[config.mk]
export PLATFORM = sky130hd
export DESIGN_NAME = pulse_width_weather_packet_decoder_top
export DESIGN_NICKNAME = d
export VERILOG_FILES = /design/src/hdl/pwwd_pkg.sv /design/src/hdl/pwwd_classify.sv /design/src/hdl/pwwd_decode.sv /design/src/hdl/pulse_width_weather_packet_decoder_top.sv
export SDC_FILE = /design/constraint.sdc
export NUM_CORES = 1
export LEC_CHECK = 0
export BUFFER_PORTS_ARGS = -buffer_cell sky130_fd_sc_hd__buf_2
export CORE_MARGIN = 10
export CORE_UTILIZATION = 35
export DETAILED_ROUTE_END_ITERATION = 8
export GPL_TIMING_DRIVEN = 0
export SLEW_MARGIN = 20
export SYNTH_ARGS = -nofsm -noshare
export SYNTH_HDL_FRONTEND = slang
export SYNTH_SLANG_ARGS = --single-unit
[constraint.sdc]
create_clock -name clock -period 5 [get_ports clock]
set_input_delay 1 -clock clock [delete_from_list [all_inputs] [get_ports clock]]
set_output_delay 1 -clock clock [all_outputs]
set_load 0.01 [all_outputs]
[src/hdl/pwwd_pkg.sv]
// Shared types and constants for the pulse width weather packet decoder.
package pwwd_pkg;

   localparam int unsigned PktBits   = 36;
   localparam int unsigned DurBits   = 16;
   localparam int unsigned CsrIdxBits = 2;

   localparam logic [CsrIdxBits-1:0] RegOneThreshold  = 2'd0;
   localparam logic [CsrIdxBits-1:0] RegZeroThreshold = 2'd1;

   localparam logic [DurBits-1:0] OneThresholdReset  = 16'd1500;
   localparam logic [DurBits-1:0] ZeroThresholdReset = 16'd650;

   localparam logic [7:0] HumMin = 8'd5;
   localparam logic [7:0] HumMax = 8'd100;
   localparam logic signed [11:0] TempMin = -12'sd400;
   localparam logic signed [11:0] TempMax = 12'sd900;

   typedef enum logic [1:0] {
      STATUS_OK       = 2'd0,
      STATUS_BAD_HUM  = 2'd1,
      STATUS_BAD_TEMP = 2'd2
   } status_type;

   typedef struct packed {
      logic [DurBits-1:0] one_threshold;
      logic [DurBits-1:0] zero_threshold;
   } thresholds_type;

   typedef struct packed {
      logic [PktBits-1:0] raw_bits;
      logic [7:0]         sensor_id;
      logic               battery_flag;
      logic [2:0]         channel;
      logic signed [11:0] temperature_tenths;
      logic [7:0]         humidity;
      status_type         status;
   } result_type;

endpackage

[src/hdl/pwwd_classify.sv]
// Pulse classification and next value of the packet shift register.
module pwwd_classify (
   input  logic [pwwd_pkg::PktBits-1:0] shift_bits,
   input  logic [pwwd_pkg::DurBits-1:0] duration,
   input  logic                         start_of_packet,
   input  pwwd_pkg::thresholds_type     thresholds,
   output logic [pwwd_pkg::PktBits-1:0] shift_bits_next
);
   import pwwd_pkg::*;

   always_comb begin
      if (start_of_packet) begin
         shift_bits_next = '0;
      end else if (duration > thresholds.one_threshold) begin
         shift_bits_next = {shift_bits[PktBits-2:0], 1'b1};
      end else if (duration > thresholds.zero_threshold) begin
         shift_bits_next = {shift_bits[PktBits-2:0], 1'b0};
      end else begin
         // too short: drop
         shift_bits_next = shift_bits;
      end
   end

endmodule

[src/hdl/pwwd_decode.sv]
// Field extraction and range checks on an assembled packet.
module pwwd_decode (
   input  logic [pwwd_pkg::PktBits-1:0] packet,
   output pwwd_pkg::result_type         result
);
   import pwwd_pkg::*;

   logic [7:0]         hum;
   logic signed [11:0] temp;
   logic               hum_bad;
   logic               temp_bad;

   assign hum      = packet[7:0];
   assign temp     = packet[23:12];
   assign hum_bad  = (hum != 8'd0) && ((hum > HumMax) || (hum < HumMin));
   assign temp_bad = (temp < TempMin) || (temp > TempMax);

   always_comb begin
      result.raw_bits           = packet;
      result.sensor_id          = packet[35:28];
      result.battery_flag       = packet[27];
      result.channel            = {1'b0, packet[25:24]} + 3'd1;
      result.temperature_tenths = temp;
      result.humidity           = hum;
      if (hum_bad) begin
         result.status = STATUS_BAD_HUM;
      end else if (temp_bad) begin
         result.status = STATUS_BAD_TEMP;
      end else begin
         result.status = STATUS_OK;
      end
   end

endmodule

[src/hdl/pulse_width_weather_packet_decoder_top.sv]
// Top level of the pulse width weather packet decoder.
//
// Usage:
//  - req_ channel: one measured pulse gap per transfer. req_tdata holds the
//    duration, req_tuser marks the first item of a packet (clears the shift
//    register, duration ignored), req_tlast marks the last item.
//  - rsp_ channel: one decoded sensor reading per packet, sent after the
//    item carrying req_tlast has been classified.
//  - csr_ channel: index 0 writes the one threshold, index 1 the zero
//    threshold; other indexes are ignored. csr_ready is always high.
//    Write only while the block is idle.
// Timing: an item is taken into an input register, then classified and
//  decoded into the result register once that register is free.
//  One item per cycle is sustained while no result waits on rsp_tready;
//  the limit is the single shift register update per cycle.
// Reset: clears both pipeline valids and the shift register and loads the
//  default thresholds (1500 and 650).
// Stall: while a result waits with rsp_tready low, hold it; the input
//  register still fills once, then req_tready drops until the result leaves.
module pulse_width_weather_packet_decoder_top (
   input  logic        clock,
   input  logic        reset,
   // request channel
   input  logic        req_tvalid,
   output logic        req_tready,
   input  logic [15:0] req_tdata,   // [15:0] duration
   input  logic        req_tuser,   // [0] start_of_packet
   input  logic        req_tlast,   // end_of_packet
   // result channel
   output logic        rsp_tvalid,
   input  logic        rsp_tready,
   // [35:0] raw_bits, [43:36] sensor_id, [44] battery_flag, [47:45] channel,
   // [59:48] temperature_tenths, [67:60] humidity, [71:68] zero
   output logic [71:0] rsp_tdata,
   output logic [1:0]  rsp_tuser,   // [1:0] status
   // configuration channel
   input  logic        csr_valid,
   output logic        csr_ready,
   input  logic [1:0]  csr_index,
   input  logic [15:0] csr_data
);
   import pwwd_pkg::*;

   // input register
   logic                 in_valid_ff, in_valid_in;
   logic [DurBits-1:0]   in_dur_ff;
   logic                 in_start_ff;
   logic                 in_end_ff;

   // packet state and thresholds
   logic [PktBits-1:0]   shift_ff, shift_in;
   thresholds_type       thr_ff, thr_in;

   // result register
   logic                 out_valid_ff, out_valid_in;
   result_type           out_ff;
   result_type           decoded;

   logic                 out_free;
   logic                 advance;
   logic                 req_xfer;

   // the result register can take a new value this cycle
   assign out_free   = !out_valid_ff || rsp_tready;
   assign advance    = in_valid_ff && out_free;
   assign req_tready = !in_valid_ff || out_free;
   assign req_xfer   = req_tvalid && req_tready;
   assign csr_ready  = 1'b1;

   pwwd_classify u_classify (
      .shift_bits      (shift_ff),
      .duration        (in_dur_ff),
      .start_of_packet (in_start_ff),
      .thresholds      (thr_ff),
      .shift_bits_next (shift_in)
   );

   // decode from the freshly updated packet
   pwwd_decode u_decode (
      .packet (shift_in),
      .result (decoded)
   );

   always_comb begin
      in_valid_in = in_valid_ff;
      if (req_xfer) begin
         in_valid_in = 1'b1;
      end else if (advance) begin
         in_valid_in = 1'b0;
      end
   end

   always_comb begin
      out_valid_in = out_valid_ff;
      if (advance) begin
         out_valid_in = in_end_ff;
      end else if (rsp_tready) begin
         out_valid_in = 1'b0;
      end
   end

   always_comb begin
      thr_in = thr_ff;
      if (csr_valid && csr_ready) begin
         unique case (csr_index)
            RegOneThreshold:  thr_in.one_threshold  = csr_data;
            RegZeroThreshold: thr_in.zero_threshold = csr_data;
            default:          thr_in = thr_ff;
         endcase
      end
   end

   always_ff @(posedge clock) begin
      if (reset) begin
         in_valid_ff  <= 1'b0;
         out_valid_ff <= 1'b0;
         shift_ff     <= '0;
         thr_ff       <= '{one_threshold: OneThresholdReset,
                           zero_threshold: ZeroThresholdReset};
      end else begin
         in_valid_ff  <= in_valid_in;
         out_valid_ff <= out_valid_in;
         thr_ff       <= thr_in;
         if (advance) begin
            shift_ff <= shift_in;
         end
      end
   end

   // payload registers, no reset
   always_ff @(posedge clock) begin
      if (req_xfer) begin
         in_dur_ff   <= req_tdata;
         in_start_ff <= req_tuser;
         in_end_ff   <= req_tlast;
      end
      if (advance && in_end_ff) begin
         out_ff <= decoded;
      end
   end

   assign rsp_tvalid = out_valid_ff;
   assign rsp_tdata  = {4'b0000,
                        out_ff.humidity,
                        out_ff.temperature_tenths,
                        out_ff.channel,
                        out_ff.battery_flag,
                        out_ff.sensor_id,
                        out_ff.raw_bits};
   assign rsp_tuser  = out_ff.status;

   // a start item always leaves an empty packet behind
   a_start_clears: assert property (@(posedge clock) disable iff (reset)
      advance && in_start_ff |=> shift_ff == '0)
      else $error("shift register not cleared by start item");

   // a result only appears from an end item moving out of the input register
   a_rsp_source: assert property (@(posedge clock) disable iff (reset)
      $rose(rsp_tvalid) |-> $past(advance) && $past(in_end_ff))
      else $error("result without end item");

   // the packet state moves only when an item moves on
   a_shift_hold: assert property (@(posedge clock) disable iff (reset)
      !advance |=> $stable(shift_ff))
      else $error("shift register changed without an item");

   // decoded channel is never zero and status never the unused code
   a_result_range: assert property (@(posedge clock) disable iff (reset)
      rsp_tvalid |-> (out_ff.channel != 3'd0) && (rsp_tuser != 2'd3))
      else $error("decoded result out of range");

   // input register is full whenever the request side is held off
   a_ready_full: assert property (@(posedge clock) disable iff (reset)
      !req_tready |-> in_valid_ff && rsp_tvalid && !rsp_tready)
      else $error("request held off without cause");

endmodule

After elaboration in Yosys (flattened, before gate mapping)
Cells that the tools add are included. Widths: inputs -> output; s select.

$add $sub $neg: 1. Order comparisons: 6. Equal/unequal tests: 1. Mux-type cells: 8. Reduce and logical (&&, ||, !) cells: 16.

Operator list (count): $mux 36 (3); $gt 16x16->1 (2); $gt 12x11->1 const B (1); $lt 12x10->1 const B (1); $gt 8x7->1 const B (1); $lt 8x3->1 const B (1); $reduce_bool 8->1 (1); $logic_and 1x1->1 (4); $logic_or 1x1->1 (4); $mux 1 (4); $reduce_and 2->1 (2); $reduce_bool 2->1 (2); $add 2x1->3 const B (1); $eq 2x1->1 const B (1); $logic_not 1->1 (2); $logic_not 2->1 (1); $mux 2 (1).

Flip-flop bits (word level): 158. Bits of input ports: 41. Output and inout port bits: 77. Word-level logic and storage cells: 47.

Logic depth before layout (Yosys ltp)
Gate-level depths: netlist of the first run.

Word-level depth: 7. Gate-level depth with buffers: 12. Depth with buffers taken out: 11.

Modules after synthesis
A second synthesis of the first run with hierarchy kept.

Cells, all modules: 682. Area, all modules: 7644.8 um^2.

Modules (own cells, without submodules): pulse_width_weather_packet_decoder_top (instances 1, cells each 403, area an instance 5575.3 um^2, sequential area each 4043.9 um^2); pwwd_classify (instances 1, cells each 195, area an instance 1446.4 um^2, sequential area each 0.0 um^2); pwwd_decode (instances 1, cells each 84, area an instance 623.1 um^2, sequential area each 0.0 um^2).

Worst setup path before layout of the first run
OpenSTA, ideal clock, no wires.

Path type: input-to-reg. Start: in rsp_tready. End: reg out_ff (netlist bit rsp_tdata[0]) (enable). Setup time: 396 ps. Arrival time: 2329 ps. Data required time: 4604 ps. Slack: 2275 ps. Stages on the path: 5. Path buffers: 1. Cell sequence: nand2b_1 -> and2_1 -> clkbuf_1 -> nand2_1 -> inv_1.

Cells in the longest elaborated chain, start to end: 3.

RTL lines: start, declared (RTL line pulse_width_weather_packet_decoder_top.sv:31) `input logic rsp_tready,`; $logic_or 1x1->1 (RTL line pulse_width_weather_packet_decoder_top.sv:64) `assign out_free = !out_valid_ff || rsp_tready;`; $logic_and 1x1->1 (RTL line pulse_width_weather_packet_decoder_top.sv:65) `assign advance = in_valid_ff && out_free;`; $logic_and 1x1->1 (RTL line pulse_width_weather_packet_decoder_top.sv:137) `if (advance && in_end_ff) begin`; end signal, assigned (RTL line pulse_width_weather_packet_decoder_top.sv:138) `out_ff <= decoded;`; end, declared (RTL line pulse_width_weather_packet_decoder_top.sv:56) `result_type out_ff;`.

No other way between the ends. A chain may end at the register's enable or synchronous reset.

Worst setup path in the final report of the first run
Start: reg in_dur_ff[15]. End: reg out_ff (netlist bit rsp_tuser[1]) (data pin).

Cells in the longest elaborated chain, start to end: 7. Elaborated cells on any way between the ends: 14. Classes of those cells: 6 x order compare; 4 x mux; 4 x reduce/logical.

RTL lines: start, declared (RTL line pulse_width_weather_packet_decoder_top.sv:46) `logic [DurBits-1:0] in_dur_ff;`; start signal, assigned (RTL line pulse_width_weather_packet_decoder_top.sv:133) `in_dur_ff <= req_tdata;`; $gt 16x16->1 (RTL line pwwd_classify.sv:16) `end else if (duration > thresholds.zero_threshold) begin`; $mux 36 (RTL line pwwd_classify.sv:16); $mux 36 * (RTL line pwwd_classify.sv:14) `end else if (duration > thresholds.one_threshold) begin`; $mux 36 * (RTL line pwwd_classify.sv:12) `if (start_of_packet) begin`; $gt 8x7->1 / $lt 8x3->1 (equally long branches) (RTL line pwwd_decode.sv:15) `assign hum_bad = (hum != 8'd0) && ((hum > HumMax) || (hum < HumMin));`; $logic_or 1x1->1 (RTL line pwwd_decode.sv:15); $logic_and 1x1->1 * (RTL line pwwd_decode.sv:15); net u_decode.hum_bad (RTL line pwwd_decode.sv:10) `logic hum_bad;`.

Mark *: on every way through the listed nets, which the timed path passes. The rest lies on a longest branch.

==> results.cfg, run 1 <==
[critical_path]
crit_chain = ha_1 -> nand4_1 -> nor4_1 -> a21boi_2 -> o31a_1 -> buf_2 -> nor3b_1 -> o22ai_1 -> a311o_1 -> o221ai_2 -> a211oi_2
cp_num_buf_inv = 1
cp-end-kind = flop
crit_arrival_ns = 3.43
cp_slowest_cell = nor4_1
worst_path_dominant_cell_family = compound AO/OA/AOI/OAI gates
critPathLaunchType = flop
crit_required_ns = 5.25
crit_path_max_fanout = 10
critPathMaxStageDelay_ns = 0.52
critPathKind = flop to flop

[power]
irDropWorstVdd_mv = 0.249
p_total_mw = 2.51
power_density_nw_per_um2 = 335
power.leakage_nw = 3.02

[clocking]
cts.reportedPaths.clkPinSlew_ns = 0.06
cts.repair.resized = 0
root_buffer = clkbuf_16
cts_hold_buf = 0
post_cts_buffers = 0
clock_latency_ns = 0.43
htree_levels = 4
cts_tree = done
cts_buffers = 17
clk_path_buf_depth = 2
cts_num_sinks = 129

[drt]
wl_mm = 15.0
drcViolationCount = 0
drt-initial-drc-count = 248
wire_per_inst_microns = 14.9
via_per_inst = 4.65
firstDrtPassIters = 4
vias = 4678
ant_nets = 0

[logic_synthesis]
synth_warnings = 0
synthFlopType = dfxtp_1
synth_area_per_cell_sq_um = 9.61
synth_cell_type_count = 47
syn_area_sq_um = 6080
synth-seq-area-share = 0.522
synth-edff-count = 59
netlist_instances = 633
ys_ff_latch = 129
ys_async_sr_fraction = 0

[floorplanning]
initial_utilization = 0.354
num_rows = 48
fp.dieW_microns = 152
ios = 118
design.die.area_sq_um = 23000
die_h_microns = 152
coreArea_sq_um = 17200

[global_routing]
overflow = 0
grt_pass1_wl_mm = 24.6
grt_max_degree = 35
grt_pass1_vias = 4767
antenna_found_initial = 0
track_usage = 0.130

[timing]
slew_headroom = 0.349
worst_pin_slew_ns = 0.977
hold_viol = 0
max_freq_ghz = 0.314
tns_ns = 0
layout_min_cycle_time_ns = 3.18
clock_skew_ns = 0.00849
fin_crit_sh = 0.636
slew_viol_final = 0
grt_setup_unrepaired = no
finalSetupViolations = 0

[outcome]
status = finished, final reports clean

[placement]
dpl.cell_count = 973
dp_hpwl_mm = 11.1
gp_congestion = 0.818
port_buffers = 111

[finish]
nets = 841
drive_gt1_frac = 0.246
fillers = 1738
stdcell_count = 1005
diodes = 0
area_growth_pct = 23.6

[flow_run]
cap_violations = 0

[min_path]
hold_path.class = flop to flop
state kept, by name (all words and copies together), names as in the netlist, 2 cells and up:
name	count
rsp_tuser	2
rsp_tdata	39
thr_ff	32
in_dur_ff	16
shift_ff	36
tightest hold or removal path, delay by kind of cell (launching register included):
family | cells | cell delay, ns
compound gates | 1 | 0.05
simple gates | 1 | 0.05
flops | 1 | 0.31
final timing paths:
check | startpoint | endpoint | slack (ns) | cells after the start
max | in_dur_ff[15]$_DFFE_PP_ | rsp_tuser[1]$_SDFFCE_PP0P_ | 1.82 | 11
min | thr_ff[29]$_SDFFE_PP0P_ | thr_ff[29]$_SDFFE_PP0P_ | 0.46 | 2
max reg2reg | in_dur_ff[15]$_DFFE_PP_ | rsp_tuser[1]$_SDFFCE_PP0P_ | 1.82 | 11
min reg2reg | thr_ff[29]$_SDFFE_PP0P_ | thr_ff[29]$_SDFFE_PP0P_ | 0.46 | 2
metrics by stage:
step	setup slack [ns]	utilization	hold slack (ns)	instance area [sq um]
floorplan	2.28	-	0.436	6090
global placement	1.58	0.403	0.444	6930
detailed placement	1.82	0.405	0.447	6950
CTS	1.79	0.438	0.455	7520
global route	1.54	0.438	0.478	7520
finish	1.82	0.438	0.456	7520
power breakdown:
part | total (mW) | leakage [nW] | switching, mW | internal (mW)
Clock | 1.18 | 0.268 | 0.471 | 0.709
Combinational | 0.195 | 1.59 | 0.120 | 0.0747
Sequential | 1.14 | 1.17 | 0.0124 | 1.13
Total | 2.51 | 3.02 | 0.604 | 1.91
synth_stat cells (2+ instances only):
cell type,number,area share
buf_2,4,0.0033
nand2b_1,3,0.0031
dfxtp_1,70,0.23
inv_1,36,0.022
buf_4,36,0.044
nor3_1,6,0.0049
a211o_1,11,0.016
ha_1,33,0.068
nand2_1,123,0.076
nand4_1,7,0.0072
a211oi_1,3,0.0037
o21ai_0,10,0.0082
nor4_1,2,0.0021
mux2i_1,33,0.054
conb_1,2,0.0012
buf_1,3,0.0019
nand3b_1,4,0.0049
o211ai_1,2,0.0025
nor3b_1,3,0.0037
clkbuf_1,23,0.014
nor2b_1,3,0.0031
a21oi_1,78,0.064
and2_1,3,0.0031
edfxtp_1,59,0.29
nand3_1,5,0.0041
nor2_1,50,0.031
cells by family (layout without fill, tap and decap cells):
| family | count (synthesis) | after routing | share of synthesized area |
|---|---|---|---|
| DFF | 129 | 129 | 0.522 |
| other | 2 | 5 | 0.00124 |
| and+or+nand+nor | 213 | 213 | 0.149 |
| AOI/OAI and AO/OA | 120 | 120 | 0.118 |
| adders and majority gates | 33 | 33 | 0.0679 |
| buffers and inverters | 103 | 247 | 0.0879 |
| muxes | 33 | 33 | 0.0543 |
cell usage in the layout, fill, tap and decap left out, drive strengths merged, types with 5 or more instances in the layout:
cell and n:
buf 156, nand2 123, a21oi 78, dfxtp 70, edfxtp 59, nor2 52
clkbuf 43, inv 37, mux2i 33, ha 33, a211o 11, o21ai 11
nand4 7, nor3 6, clkinv 6, nand3 5, conb 5
area by class of cell:
type	instances	area, sq um	area share
clock inverter	12	110	0.0146
tap	225	282	0.0375
clock buffer	20	457	0.0608
inverter	36	135	0.0180
multi-input combinational	404	2380	0.317
timing repair buffer	112	576	0.0766
buffer	67	399	0.0531
sequential	129	3170	0.422
per-layer routing:
metal	vias to the layer above	wire, microns	global-route usage
li1	2413	-	-
met1	2122	6570	0.151
met2	122	7130	0.213
met3	21	952	0.0449
met4	0	316	0.0555
met5	-	0	0
No activity file was read; power rests on OpenSTA's default activity.
==> inputs of run 2 (changes only) <==
ABC_AREA = 1   (was default)
clock period = 2.9 ns   (was 5 ns; I/O delays follow)
==> run 2 against run 1 <==
Non-clock buffer count decreased by 4. First-iteration DRC count is 0.81% lower. Register-to-register slack got worse by 1.6 ns. Die area up 1.9%. Highest routed layer unchanged. Clock skew increased by 0.0011 ns.
==> results.cfg, run 2 <==
[floorplanning]
ios = 118
fp.dieW_microns = 153
num_rows = 48
coreArea_sq_um = 17400
design.die.area_sq_um = 23500
initial_utilization = 0.358
die_h_microns = 153

[global_routing]
overflow = 0
antenna_found_initial = 0
grt_pass1_vias = 4735
track_usage = 0.126
grt_max_degree = 28
grt_pass1_wl_mm = 24.1

[timing]
fin_crit_sh = 0.917
hold_viol = 0
slew_headroom = 0.437
timing.hold.ws_ns = 0.329
max_freq_ghz = 0.376
grt_setup_unrepaired = no
clock_skew_ns = 0.00957
worst_pin_slew_ns = 0.838
slew_viol_final = 0
finalSetupViolations = 0
layout_min_cycle_time_ns = 2.66
tns_ns = 0

[clocking]
htree_levels = 4
cts_tree = done
cts_num_sinks = 129
post_cts_buffers = 0
cts.reportedPaths.clkPinSlew_ns = 0.06
clk_path_buf_depth = 2
cts.repair.resized = 0
root_buffer = clkbuf_16
clock_latency_ns = 0.42
cts_buffers = 17
cts_hold_buf = 0

[logic_synthesis]
synth_area_per_cell_sq_um = 9.09
synth_common_cells = nand2_1 (112), inv_1 (78), a21oi_1 (71)
netlist_instances = 684
synth_top_area_frac = 0.285
synth-seq-area-share = 0.511
ys_async_sr_fraction = 0
ys_ff_latch = 129
synth_area_leader_cell = edfxtp_1
synth_cell_type_count = 36
syn_area_sq_um = 6210
synth_most_common_cell = nand2_1
synthFlopType = dfxtp_1
synthTopCellsByArea = edfxtp_1 (29%), dfxtp_1 (23%), nand2_1 (6.8%), ha_1 (6.6%), a21oi_1 (5.7%)
synth-edff-count = 59
synth_warnings = 0

[finish]
fillers = 1715
drive_gt1_frac = 0.293
stdcell_count = 1057
fin_util = 0.446
nets = 893
final_cell_mix = buf_2 (116), nand2_1 (112), inv_1 (78)
largest_reg_flops = 39
final_common_cell = buf_2
area_growth_pct = 24.6
diodes = 0

[power]
p_sw_frac = 0.252
combinationalPowerShare = 0.121
seq_power_share = 0.408
internal-power_mw = 3.72
clockPowerShare = 0.471
power.leakage_nw = 3.51
irDropWorstVdd_mv = 0.406
p_total_mw = 4.98
power_density_nw_per_um2 = 642
switchingPower_mw = 1.25

[drt]
ant_nets = 0
drt-initial-drc-count = 246
wl_mm = 14.6
firstDrtPassIters = 5
vias = 4822
wire_per_inst_microns = 13.8
via_per_inst = 4.56
drcViolationCount = 0

[critical_path]
critPathLaunchType = flop
reg2reg_to = rsp_tdata[46]$_DFFE_PP_
crit_chain = ha_1 -> a21oi_1 -> o21ai_0 -> a21oi_1 -> nand2_1 -> nand2_4 -> nand2_8 -> clkinv_4 -> buf_8 -> buf_8 -> nor2_1 -> nor2_2 -> ha_1
rrSetupSlack_ns = 0.24
crit_path_end = rsp_tdata[46]$_DFFE_PP_
crit_start = in_dur_ff[15]$_DFFE_PP_
reg2reg_from = in_dur_ff[15]$_DFFE_PP_
critPathKind = flop to flop
critPathMaxStageDelay_ns = 0.44
worst_r2r_path_depth = 13
crit_required_ns = 3.07
crit_arrival_ns = 2.83
cp_slowest_cell = edfxtp_1
crit_path_max_fanout = 10
cp-end-kind = flop

[placement]
gp_congestion = 0.822
port_buffers = 112
dpl.cell_count = 1025
dp_hpwl_mm = 10.9

[min_path]
hold_path.class = input pin to flop

[outcome]
status = finished, final reports clean

[flow_run]
cap_violations = 0
-- run 2: cell types whose count changed in the layout (fill, tap and decap cells not counted), moves of 8 or more --
cell	before	now
inv_1	35	78
o21ai_0	10	48
mux2i_1	33	0
nand3_1	5	23
nor2_2	1	16
a211o_1	11	0
nand2_1	123	112
o21ai_1	1	11
nor2_1	50	41
o211ai_1	2	11
nand2_2	0	8
nand3_2	0	8
-- run 2: kinds of logic (layout without fill, tap and decap cells) --
logic type | Yosys count | in the layout | share of synthesized area
flops | 129 | 129 | 0.511
other cells | 2 | 5 | 0.00121
buf+inv | 147 | 292 | 0.121
fa+ha+maj | 33 | 33 | 0.0664
compound gates | 147 | 147 | 0.126
simple gates | 226 | 226 | 0.175
-- run 2: worst max-delay path: cells and delay by family, from the launching register on --
family | cells | cell delay, ns
DFF | 1 | 0.44
AOI/OAI and AO/OA | 3 | 0.43
buffers and inverters | 3 | 0.35
and+or+nand+nor | 5 | 0.58
adders and majority gates | 2 | 0.61
-- run 2: cell type report --
type | count | area, sq um | share of cell area
sequential | 129 | 3170 | 0.410
multi-input combinational | 411 | 2310 | 0.298
timing repair buffer | 113 | 581 | 0.0750
clock buffer | 18 | 450 | 0.0582
buffer | 62 | 429 | 0.0554
inverter | 85 | 324 | 0.0418
tap | 225 | 282 | 0.0364
clock inverter | 14 | 198 | 0.0255
-- run 2: worst min-delay path by stage --
stage	from	to	slack (ns)	depth (start not counted)
after floorplan	thr_ff[21]$_SDFFE_PP0P_	thr_ff[21]$_SDFFE_PP0P_	0.43	2
after global placement	thr_ff[8]$_SDFFE_PP0P_	thr_ff[8]$_SDFFE_PP0P_	0.45	2
after detailed placement	thr_ff[17]$_SDFFE_PP0P_	thr_ff[17]$_SDFFE_PP0P_	0.45	2
after CTS	req_tdata[0]	in_dur_ff[0]$_DFFE_PP_	0.31	1
after global routing	req_tdata[9]	in_dur_ff[9]$_DFFE_PP_	0.31	1
final	req_tdata[4]	in_dur_ff[4]$_DFFE_PP_	0.33	1
-- run 2: power groups by stage --
stage	registers (mW)	clock network, mW	logic (mW)
floorplan	2.07	0	0.426
global placement	2.07	0	0.597
detailed placement	2.07	0	0.605
CTS	2.03	2.38	0.611
global route	2.04	2.48	0.691
finish	2.03	2.34	0.604
-- run 2: metrics by stage --
| step | cell area (sq um) | worst slack [ns] |
|---|---|---|
| finish | 7740 | 0.241 |
| global route | 7740 | 0.0545 |
| CTS | 7740 | 0.234 |
| detailed placement | 7100 | 0.252 |
| global placement | 7070 | -0.527 |
| floorplan | 6230 | 0.256 |
-- run 2: layer usage --
layer,global-route usage,wire (microns),vias up
met3,0.0525,1160,17
met5,0,0,-
met1,0.161,6890,2176
li1,-,-,2495
met4,0.0400,189,0
met2,0.188,6360,134
